## src/rtl/core/pic_pkg.sv

```systemverilog
package pic_pkg;

   localparam int NUM_SOURCES_DEF   = 128;
   localparam int NUM_HARTS_DEF     = 4;
   localparam int PRIORITY_BITS_DEF = 3;

   localparam logic [1:0] OP_READ  = 2'd0;
   localparam logic [1:0] OP_WRITE = 2'd1;
   localparam logic [1:0] OP_RAISE = 2'd2;

   localparam logic [21:0] PENDING_BASE  = 22'h001000;
   localparam logic [21:0] ENABLE_BASE   = 22'h002000;
   localparam logic [21:0] CTX_BASE      = 22'h200000;
   localparam int          ENABLE_STRIDE = 'h80;
   localparam int          CTX_STRIDE    = 'h1000;
   localparam int          MAX_LINES     = 8;

endpackage

```

## src/rtl/core/pic_ram.sv

```systemverilog
module pic_ram #(
   parameter int WIDTH = 8,
   parameter int DEPTH = 16
) (
   input  logic                     clock,
   input  logic                     wr_en,
   input  logic [$clog2(DEPTH)-1:0] wr_addr,
   input  logic [WIDTH-1:0]         wr_data,
   input  logic [$clog2(DEPTH)-1:0] rd_addr,
   output logic [WIDTH-1:0]         rd_data
);

   logic [WIDTH-1:0] mem [DEPTH];

   // one write port, registered read
   always_ff @(posedge clock) begin
      if (wr_en) begin
         mem[wr_addr] <= wr_data;
      end
      rd_data <= mem[rd_addr];
   end

endmodule

```

## src/rtl/core/platform_interrupt_controller_unit.sv

```systemverilog
// Platform-level interrupt controller with the standard PLIC register map
// (priority at 4*source, pending words at 0x1000, enables at 0x2000+ctx*0x80,
// threshold at 0x200000+ctx*0x1000, claim/complete at threshold+4). Per-source
// state (priority, pending, in-service) lives in one synchronous RAM, one
// entry per source; enable words live in a second RAM. One item is taken at a
// time. After reset a clearing pass over max(NUM_SOURCES, 2*NUM_HARTS*NWORDS)
// entries zeroes the stores; no item is accepted during it. Each item then
// passes the access states ST_ACC and ST_ACC2, a full rescan of all sources
// for every context to refresh the interrupt lines, and ST_DONE to load the
// result; the rescan reads the sources in turn through the one read port of
// the source RAM. A claim read first scans its own context, retires the
// claim and then rescans every context. A pending-word read first gathers
// the pending bits of its word. The result sits in an output register, so
// the next item is accepted while it waits; a result that is still not taken
// holds the following item in ST_DONE.
module platform_interrupt_controller_unit #(
   parameter int NUM_SOURCES   = pic_pkg::NUM_SOURCES_DEF,
   parameter int NUM_HARTS     = pic_pkg::NUM_HARTS_DEF,
   parameter int PRIORITY_BITS = pic_pkg::PRIORITY_BITS_DEF
) (
   input  logic        clock,
   input  logic        reset,
   input  logic        req_valid,
   output logic        req_ready,
   input  logic [1:0]  req_operation,
   input  logic [21:0] req_offset,
   input  logic [31:0] req_write_data,
   input  logic [6:0]  req_source,
   output logic        rsp_valid,
   input  logic        rsp_ready,
   output logic [31:0] rsp_read_data,
   output logic [7:0]  rsp_irq_lines,
   output logic        rsp_access_error
);

   localparam int NCTX     = 2 * NUM_HARTS;
   localparam int NWORDS   = (NUM_SOURCES + 31) / 32;
   localparam int SW       = $clog2(NUM_SOURCES);
   localparam int CXW      = $clog2(NCTX);
   localparam int EDEPTH   = NCTX * NWORDS;
   localparam int EAW      = $clog2(EDEPTH);
   localparam int CLR_LAST = ((NUM_SOURCES > EDEPTH) ? NUM_SOURCES : EDEPTH) - 1;
   localparam int PB       = PRIORITY_BITS;
   localparam int SEW      = PB + 2;
   localparam int NL       = (NCTX < pic_pkg::MAX_LINES) ? NCTX : pic_pkg::MAX_LINES;
   localparam logic [PB-1:0] PMAX = {PB{1'b1}};

   // state codes
   localparam logic [3:0] ST_CLEAR = 4'd0;
   localparam logic [3:0] ST_IDLE  = 4'd1;
   localparam logic [3:0] ST_ACC   = 4'd2;
   localparam logic [3:0] ST_ACC2  = 4'd3;
   localparam logic [3:0] ST_PEND  = 4'd4;
   localparam logic [3:0] ST_SCAN  = 4'd5;
   localparam logic [3:0] ST_CLAIM = 4'd6;
   localparam logic [3:0] ST_DONE  = 4'd7;

   // source entry: {in_service, pending, priority}
   logic           s_we;
   logic [SW-1:0]  s_waddr, s_raddr;
   logic [SEW-1:0] s_wdata, s_rdata;
   logic           e_we;
   logic [EAW-1:0] e_waddr, e_raddr;
   logic [31:0]    e_wdata, e_rdata;

   pic_ram #(.WIDTH(SEW), .DEPTH(NUM_SOURCES)) u_src_ram (
      .clock(clock), .wr_en(s_we), .wr_addr(s_waddr), .wr_data(s_wdata),
      .rd_addr(s_raddr), .rd_data(s_rdata));

   pic_ram #(.WIDTH(32), .DEPTH(EDEPTH)) u_en_ram (
      .clock(clock), .wr_en(e_we), .wr_addr(e_waddr), .wr_data(e_wdata),
      .rd_addr(e_raddr), .rd_data(e_rdata));

   logic [3:0]     state_ff, state_in;
   logic [SW:0]    cnt_ff, cnt_in;       // source index during sweeps
   logic [CXW-1:0] ctx_ff, ctx_in;       // context under scan
   logic [1:0]     op_ff;
   logic [21:0]    off_ff;
   logic [31:0]    wd_ff;
   logic [6:0]     src_ff;
   logic [31:0]    rd_ff, rd_in;
   logic           err_ff, err_in;
   logic [7:0]     lines_ff, lines_in;
   logic [SW-1:0]  best_ff, best_in;
   logic [PB-1:0]  bestp_ff, bestp_in;
   logic [SEW-1:0] best_ent_ff, best_ent_in;
   logic           claim_ff, claim_in;    // this item is a claim read
   logic [CXW-1:0] cctx_ff, cctx_in;      // context that claims
   logic           ovalid_ff, ovalid_in;
   logic [31:0]    ord_ff, ord_in;
   logic [7:0]     olines_ff, olines_in;
   logic           oerr_ff, oerr_in;
   logic [PB-1:0]  thr_ff [NCTX];
   logic [PB-1:0]  thr_in [NCTX];

   // address decode of the held item
   logic [21:0] rel_e, rel_c;
   logic [21:0] e_ctx_w, c_ctx_w;
   logic [21:0] e_word_w, c_r;
   logic        aligned;
   logic        in_prio, in_pend, in_en, is_prio_ok, is_pend_ok, is_en_ok;
   logic        is_thr, is_claim, ctx_ok_c;
   logic [21:0] p_src, p_word;
   logic [PB-1:0] sat_wd;
   logic [31:0] wmask;
   logic [EAW-1:0] en_addr_acc;
   logic [SW:0] pend_start, pend_end;

   always_comb begin
      rel_e    = off_ff - pic_pkg::ENABLE_BASE;
      rel_c    = off_ff - pic_pkg::CTX_BASE;
      e_ctx_w  = 22'(rel_e / pic_pkg::ENABLE_STRIDE);
      e_word_w = 22'((rel_e % pic_pkg::ENABLE_STRIDE) >> 2);
      c_ctx_w  = 22'(rel_c / pic_pkg::CTX_STRIDE);
      c_r      = 22'(rel_c % pic_pkg::CTX_STRIDE);
      p_src    = off_ff >> 2;
      p_word   = (off_ff - pic_pkg::PENDING_BASE) >> 2;
      aligned  = (off_ff[1:0] == 2'b00);
      in_prio  = off_ff < pic_pkg::PENDING_BASE;
      in_pend  = !in_prio && off_ff < pic_pkg::ENABLE_BASE;
      in_en    = !in_prio && !in_pend && off_ff < pic_pkg::CTX_BASE;
      is_prio_ok = in_prio && p_src < 22'(NUM_SOURCES);
      is_pend_ok = in_pend && p_word < 22'(NWORDS);
      is_en_ok   = in_en && e_ctx_w < 22'(NCTX) && e_word_w < 22'(NWORDS);
      ctx_ok_c   = !in_prio && !in_pend && !in_en && c_ctx_w < 22'(NCTX);
      is_thr     = ctx_ok_c && c_r == 22'd0;
      is_claim   = ctx_ok_c && c_r == 22'd4;
      sat_wd   = (wd_ff > 32'(PMAX)) ? PMAX : wd_ff[PB-1:0];
      // enable bits exist for sources 1..NUM_SOURCES-1 only
      for (int b = 0; b < 32; b++) begin
         wmask[b] = (int'(e_word_w) * 32 + b >= 1) &&
                    (int'(e_word_w) * 32 + b < NUM_SOURCES);
      end
      en_addr_acc = EAW'(int'(e_ctx_w) * NWORDS + int'(e_word_w));
      pend_start  = (SW+1)'(int'(p_word) * 32);
      pend_end    = (SW+1)'(int'(p_word) * 32 + 32);
   end

   // scan enable bit selection
   logic [EAW-1:0] scan_eaddr;
   logic [SW-1:0]  scan_src;
   logic [SW-1:0]  prev_src;
   logic           scan_en_bit;
   logic           cand;
   always_comb begin
      scan_src    = cnt_ff[SW-1:0];
      prev_src    = scan_src - SW'(1);
      scan_eaddr  = EAW'(int'(ctx_ff) * NWORDS + int'(scan_src >> 5));
      scan_en_bit = e_rdata[prev_src[4:0]];
      cand = s_rdata[PB] && scan_en_bit && (s_rdata[PB-1:0] > bestp_ff) &&
             (prev_src != '0);
   end

   always_comb begin
      state_in = state_ff; cnt_in = cnt_ff; ctx_in = ctx_ff;
      rd_in = rd_ff; err_in = err_ff; lines_in = lines_ff;
      best_in = best_ff; bestp_in = bestp_ff; best_ent_in = best_ent_ff;
      claim_in = claim_ff; cctx_in = cctx_ff;
      ovalid_in = ovalid_ff && !rsp_ready;
      ord_in = ord_ff; olines_in = olines_ff; oerr_in = oerr_ff;
      thr_in = thr_ff;
      s_we = 1'b0; s_waddr = '0; s_wdata = '0; s_raddr = '0;
      e_we = 1'b0; e_waddr = '0; e_wdata = '0; e_raddr = '0;
      req_ready = (state_ff == ST_IDLE);
      unique case (state_ff)
         ST_CLEAR: begin
            // zero both stores and thresholds
            s_we = (cnt_ff < (SW+1)'(NUM_SOURCES)); s_waddr = cnt_ff[SW-1:0];
            e_we = (cnt_ff < (SW+1)'(EDEPTH)); e_waddr = EAW'(cnt_ff);
            for (int c = 0; c < NCTX; c++) thr_in[c] = '0;
            cnt_in = cnt_ff + 1'b1;
            if (cnt_ff == (SW+1)'(CLR_LAST)) begin
               cnt_in = '0; state_in = ST_IDLE;
            end
         end
         ST_IDLE: begin
            rd_in = '0; err_in = 1'b0; claim_in = 1'b0;
            if (req_valid) begin
               state_in = ST_ACC;
            end
         end
         ST_ACC: begin
            // source entry read for raise/priority/complete; enable word read
            s_raddr = (op_ff == pic_pkg::OP_RAISE) ? SW'(src_ff) : p_src[SW-1:0];
            state_in = ST_ACC2;
            if (op_ff == pic_pkg::OP_WRITE && is_claim) begin
               s_raddr = SW'(wd_ff);
            end
            e_raddr = en_addr_acc;
         end
         ST_ACC2: begin
            cnt_in = '0; ctx_in = '0; state_in = ST_SCAN;
            best_in = '0; lines_in = '0;
            bestp_in = thr_ff[0];
            if (op_ff == pic_pkg::OP_RAISE) begin
               if (src_ff != 7'd0 && int'(src_ff) < NUM_SOURCES && !s_rdata[PB+1]) begin
                  s_we = 1'b1; s_waddr = SW'(src_ff);
                  s_wdata = {s_rdata[PB+1], 1'b1, s_rdata[PB-1:0]};
               end
            end else if (op_ff == pic_pkg::OP_READ || op_ff == pic_pkg::OP_WRITE) begin
               if (!aligned) begin
                  err_in = 1'b1;
               end else if (in_prio) begin
                  if (!is_prio_ok) err_in = 1'b1;
                  else if (p_src != 22'd0) begin
                     if (op_ff == pic_pkg::OP_WRITE) begin
                        s_we = 1'b1; s_waddr = p_src[SW-1:0];
                        s_wdata = {s_rdata[PB+1:PB], sat_wd};
                     end else begin
                        rd_in = 32'(s_rdata[PB-1:0]);
                     end
                  end
               end else if (in_pend) begin
                  if (!is_pend_ok) err_in = 1'b1;
                  else if (op_ff == pic_pkg::OP_READ) begin
                     state_in = ST_PEND;
                     cnt_in = pend_start;
                     rd_in = '0;
                  end
               end else if (in_en) begin
                  if (!is_en_ok) err_in = 1'b1;
                  else if (op_ff == pic_pkg::OP_WRITE) begin
                     e_we = 1'b1; e_waddr = en_addr_acc; e_wdata = wd_ff & wmask;
                  end else begin
                     rd_in = e_rdata;
                  end
               end else if (!ctx_ok_c) begin
                  err_in = 1'b1;
               end else if (is_thr) begin
                  if (op_ff == pic_pkg::OP_WRITE) begin
                     thr_in[c_ctx_w[CXW-1:0]] = sat_wd;
                     if (c_ctx_w == 22'd0) bestp_in = sat_wd;
                  end else begin
                     rd_in = 32'(thr_ff[c_ctx_w[CXW-1:0]]);
                  end
               end else if (is_claim) begin
                  if (op_ff == pic_pkg::OP_WRITE) begin
                     if (wd_ff >= 32'd1 && wd_ff < 32'(NUM_SOURCES)) begin
                        s_we = 1'b1; s_waddr = SW'(wd_ff);
                        s_wdata = {1'b0, s_rdata[PB:0]};
                     end
                  end else begin
                     // scan the claiming context first
                     claim_in = 1'b1; cctx_in = c_ctx_w[CXW-1:0];
                     ctx_in = c_ctx_w[CXW-1:0];
                     bestp_in = thr_ff[c_ctx_w[CXW-1:0]];
                  end
               end else begin
                  err_in = 1'b1;
               end
            end
         end
         ST_PEND: begin
            // one source per cycle into the pending word; cnt leads by one
            s_raddr = scan_src;
            cnt_in = cnt_ff + 1'b1;
            if (cnt_ff != pend_start && prev_src != '0) begin
               rd_in[prev_src[4:0]] = s_rdata[PB];
            end
            if (cnt_ff == pend_end || cnt_ff == (SW+1)'(NUM_SOURCES)) begin
               state_in = ST_SCAN; cnt_in = '0; ctx_in = '0;
               best_in = '0; bestp_in = thr_ff[0];
            end
         end
         ST_SCAN: begin
            // read source cnt, evaluate source cnt-1
            s_raddr = scan_src; e_raddr = scan_eaddr;
            cnt_in = cnt_ff + 1'b1;
            if (cnt_ff != '0 && cand) begin
               best_in = prev_src; bestp_in = s_rdata[PB-1:0]; best_ent_in = s_rdata;
            end
            if (cnt_ff == (SW+1)'(NUM_SOURCES)) begin
               cnt_in = '0;
               if (claim_ff && ctx_ff == cctx_ff) begin
                  state_in = ST_CLAIM;
               end else begin
                  if (best_in != '0 && int'(ctx_ff) < NL) lines_in[3'(ctx_ff)] = 1'b1;
                  best_in = '0;
                  if (ctx_ff == CXW'(NCTX - 1)) begin
                     state_in = ST_DONE;
                  end else begin
                     ctx_in = ctx_ff + 1'b1;
                     bestp_in = thr_ff[ctx_ff + 1'b1];
                  end
               end
            end
         end
         ST_CLAIM: begin
            // retire the claim, then rescan every context
            rd_in = 32'(best_ff); claim_in = 1'b0;
            if (best_ff != '0) begin
               s_we = 1'b1; s_waddr = best_ff;
               s_wdata = {1'b1, 1'b0, best_ent_ff[PB-1:0]};
            end
            best_in = '0; ctx_in = '0; bestp_in = thr_ff[0]; cnt_in = '0;
            state_in = ST_SCAN;
         end
         ST_DONE: begin
            if (!ovalid_ff || rsp_ready) begin
               ovalid_in = 1'b1; ord_in = rd_ff; olines_in = lines_ff; oerr_in = err_ff;
               state_in = ST_IDLE;
            end
         end
         default: state_in = ST_IDLE;
      endcase
   end

   always_ff @(posedge clock) begin
      if (reset) begin
         state_ff <= ST_CLEAR; cnt_ff <= '0; ctx_ff <= '0; ovalid_ff <= 1'b0;
         claim_ff <= 1'b0; err_ff <= 1'b0; lines_ff <= '0;
         for (int c = 0; c < NCTX; c++) thr_ff[c] <= '0;
      end else begin
         state_ff <= state_in; cnt_ff <= cnt_in; ctx_ff <= ctx_in;
         ovalid_ff <= ovalid_in; claim_ff <= claim_in; err_ff <= err_in;
         lines_ff <= lines_in; thr_ff <= thr_in;
      end
   end

   always_ff @(posedge clock) begin
      rd_ff <= rd_in; best_ff <= best_in; bestp_ff <= bestp_in;
      best_ent_ff <= best_ent_in; cctx_ff <= cctx_in;
      ord_ff <= ord_in; olines_ff <= olines_in; oerr_ff <= oerr_in;
      if (state_ff == ST_IDLE && req_valid) begin
         op_ff <= req_operation; off_ff <= req_offset;
         wd_ff <= req_write_data; src_ff <= req_source;
      end
   end

   assign rsp_valid        = ovalid_ff;
   assign rsp_read_data    = ord_ff;
   assign rsp_irq_lines    = olines_ff;
   assign rsp_access_error = oerr_ff;

`ifndef SYNTHESIS
   a_no_accept_in_clear: assert property (@(posedge clock) disable iff (reset)
      state_ff == ST_CLEAR |-> !req_ready) else $error("item taken during clear");
   a_out_hold: assert property (@(posedge clock) disable iff (reset)
      rsp_valid && !rsp_ready |=> rsp_valid && $stable(rsp_read_data))
      else $error("result dropped");
   a_claim_ctx: assert property (@(posedge clock) disable iff (reset)
      state_ff == ST_CLAIM |-> ctx_ff == cctx_ff) else $error("claim on wrong context");
   a_err_no_data: assert property (@(posedge clock) disable iff (reset)
      rsp_valid && rsp_access_error |-> rsp_read_data == '0)
      else $error("error with data");
`endif

endmodule
```

## config.mk

```make
export PLATFORM = sky130hd
export DESIGN_NAME = platform_interrupt_controller_unit
export DESIGN_NICKNAME = d
export VERILOG_FILES = /design/src/rtl/core/pic_pkg.sv /design/src/rtl/core/pic_ram.sv /design/src/rtl/core/platform_interrupt_controller_unit.sv
export SDC_FILE = /design/constraint.sdc
export NUM_CORES = 2
export LEC_CHECK = 0
export ABC_AREA = 1
export BUFFER_PORTS_ARGS = -buffer_cell sky130_fd_sc_hd__clkbuf_2
export CORE_MARGIN = 3
export CORE_UTILIZATION = 23
export CTS_CLUSTER_DIAMETER = 150
export CTS_CLUSTER_SIZE = 14
export DETAILED_ROUTE_END_ITERATION = 16
export PLACE_DENSITY_LB_ADDON = 0.3
export SLEW_MARGIN = 20
export SYNTH_ARGS = -nofsm -noshare
export SYNTH_HDL_FRONTEND = slang
export SYNTH_SLANG_ARGS = --single-unit
```

## constraint.sdc

```tcl
create_clock -name clock -period 10.3 [get_ports clock]
set_input_delay 0 -clock clock [delete_from_list [all_inputs] [get_ports clock]]
set_output_delay 0 -clock clock [all_outputs]
set_load 0.01 [all_outputs]
```

==> metrics <==
Synth Area in XOR/XNOR 0.001848; starting utilization of the core area 0.2318; gr usage total 0.1448; Layout Nets between 7,000 and 8,000; Synth cell types 57; Compound-Gate Fraction of Synth Area 0.08676; Mapped Cells around 6,900; Root Driver clkbuf_16; largest net degree at the start of global routing 222; Main synth FF type edfxtp_1; Die Height between 500 and 600 um; crit start category flop; static leakage between 20 and 30 nW; RePlAce Congestion slightly below 0.9; total number of vias 55,270; FP Rows approximately 220; overall die area roughly 360,000 um2; Data arrival, critical path roughly 6.1 ns; post-cts resize count 0; Wirelength per Cell about 23 um; Simple-Gate Fraction of Synth Area 0.1620; Setup Total Neg Slack 0 ns; unrepaired setup endpoints after global routing no; commonest cells after routing, fill and taps aside edfxtp_1, nand3_1, nor2_1, nand2_1, o21ai_0; Slew Limit Fails 0; Antenna Nets Post-Route 0; Hold Slack 0.2698 ns; number of top-level pins 110; number of max-cap violations 0; Clock Sinks between 1,500 and 2,000; most common cell after layout, fill and taps aside edfxtp_1; Seq/Total Area, Yosys 0.6983; Remaining Overflow, GRT 0; min cycle time layout 5.619 ns; Num CTS Buffers between 150 and 200; Finished Core Util 0.2662; CP most frequent cell nor2_1; drt via density between 4 and 5; PwrDens 209.1 nW/um2; Ys Warns 0; Req. time, crit path 10.73 ns; initial antenna violation count 5; core box area about 350,000 um2; vias in the first global route around 54,000; DPL Wire Length about 160,000 um; Setup CP Type reg2reg; Rel. slew slack 0.1843; Worst-Margin Slew around 1.2 ns; CTS tree yes; status finished, final reports clean; worst vdd ir roughly 0.14 mV; CP peak stage delay 0.77 ns; dominant cells by area after synthesis edfxtp_1, nand3_1, nor2_1; DR iter-0 viols 5,312; clk_skew roughly 0.077 ns; Place WS approximately 4.7 ns; Async SR Flop Fraction 0; adder-cell share of the synthesized area 0.003666; Net Count, Synth between 6,000 and 7,000; fmax around 180 MHz; flop and latch count out of synthesis 1,902; Residual DRC 0; postcts setup bufs 0; first-pass GRT wire length roughly 390,000 um; Area Growth Syn to Fin 14.87%; worst setup margin around 4.7 ns; Syn Std Cell Area 80,550 um2; largest family of logic cells by synthesized area simple AND/OR/NAND/NOR gates; multiplexer share of the synthesized area 0.0001243; H-tree Lvls 4; cell taking the most area after synthesis edfxtp_1; worst-path maximum fanout 20; Worst setup EP type flop; Chip Width about 600 um; final wirelength 267,900 um; top cell type's share of synthesized area 0.6770; layout cells sized above 1 0.08639; synthesized area per cell approximately 12 um2; fin crit share 0.5456; clock slew at reported path FFs 0.08 ns; number of hold violations in the final report 0; Port-buffer cells roughly 110; clk_lat worst skew 0.85 ns; DR pass1 iterations 5; crit path cell chain inv_2, ha_1, inv_1, nor2_1, nor2_1, nor3_1, o21ai_0, nor3_2, nand2_1, nor2_1, nand2_1, o21ai_0, nand3_1, nor2_4, buf_4; cts hold-fix bufs 129; Hold WC Path Type in2reg; EDFF count, synth between 1,500 and 2,000; CTS max path bufs 4; final setup fails 0; Slowest-stage cell, CP nor2_4
[layout make-up]
class / instances / area [um2]
clock buffers: 237 / 4399
well taps: 4578 / 5728
flip-flops and latches: 1902 / 56260
clock inverters: 8 / 127.6
repair buffers: 357 / 2895
multi-input cells: 4017 / 21070
fillers: 36080 / 255000
diodes: 4 / 10.01
inverters: 540 / 2047
[cell families after synthesis]
logic type                 after synthesis
DFF                                   1902
xor gates and xnor gates                17
AOI/OAI and AO/OA                     1143
muxes                                    1
buffers and inverters                  974
and+or+nand+nor                       2833
adders and majority gates               23
[flip-flops by register name, summed over array words and instances, names as in the netlist, 3 cells and up]
register           cells
u_en_ram.mem        1024
u_src_ram.mem        640
rd_ff                 32
rsp_read_data         32
u_en_ram.rd_data      32
wd_ff                 32
thr_ff                24
off_ff                22
cnt_ff                 8
lines_ff               8
rsp_irq_lines          8
best_ff                7
src_ff                 7
u_src_ram.rd_data      5
best_ent_ff            3
bestp_ff               3
cctx_ff                3
ctx_ff                 3
state_ff               3
[Yosys cell counts, types with 12 or more instances]
library cell and number:
ha_1 22, dfxtp_1 86, nand2_1 746, inv_1 506
o21ai_0 600, a31oi_1 35, nand2_2 12, nand2_4 12
nor2_1 870, xor2_1 14, o21ai_1 32, o211ai_1 57
nand3_1 819, nand3b_1 237, nor2_2 44, buf_2 109
clkbuf_1 295, buf_1 27, inv_2 26, a21oi_1 93
o221ai_1 231, nand4_1 18, o22ai_1 55, edfxtp_1 1816
nor3_1 48
[metal layers]
layer | routed length [um] | track usage | up-vias
met2 | 130300 | 0.2464 | 1797
met4 | 15770 | 0.07518 | 0
met3 | 12400 | 0.01484 | 440
met5 | 0 | 0 | -
met1 | 109400 | 0.1816 | 28120
li1 | - | - | 24920
[stage by stage]
step	cell area (um2)	instances	total power, W
6_report	92530	11640	0.01935
5_1_grt	92520	11640	0.02013
4_1_cts	92520	11640	0.01955
3_5_place_dp	86700	11270	0.01373
3_3_place_gp	86600	11260	0.01373
2_1_floorplan	80550	6893	0.01171
[worst max-delay path: cells and delay by family, from the launching register on]
kind	cells	cell delay [ns]
fa+ha+maj	1	0.25
compound gates	2	0.50
flops	1	0.60
buf+inv	3	0.91
simple gates	9	2.93
[power breakdown]
group | total (W) | leakage [nW] | switching [W] | internal (W)
sequential | 0.00937 | 15.1 | 0.000475 | 0.00890
clock | 0.00577 | 2.18 | 0.00278 | 0.00300
combinational | 0.00421 | 11.0 | 0.00318 | 0.00102
total | 0.0193 | 28.2 | 0.00643 | 0.0129
[path summary, 6_finish.rpt]
check / endpoint / cells past startpoint / startpoint / slack [ns]
worst max-delay path: u_en_ram.mem[27][6] / 15 / off_ff[13] / 4.68
worst min-delay path: state_ff[2] / 4 / req_valid / 0.27
worst max register to register: u_en_ram.mem[27][6] / 15 / off_ff[13] / 4.68
worst min register to register: rsp_access_error / 0 / err_ff / 0.42
No activity file was read; power rests on OpenSTA's default activity.
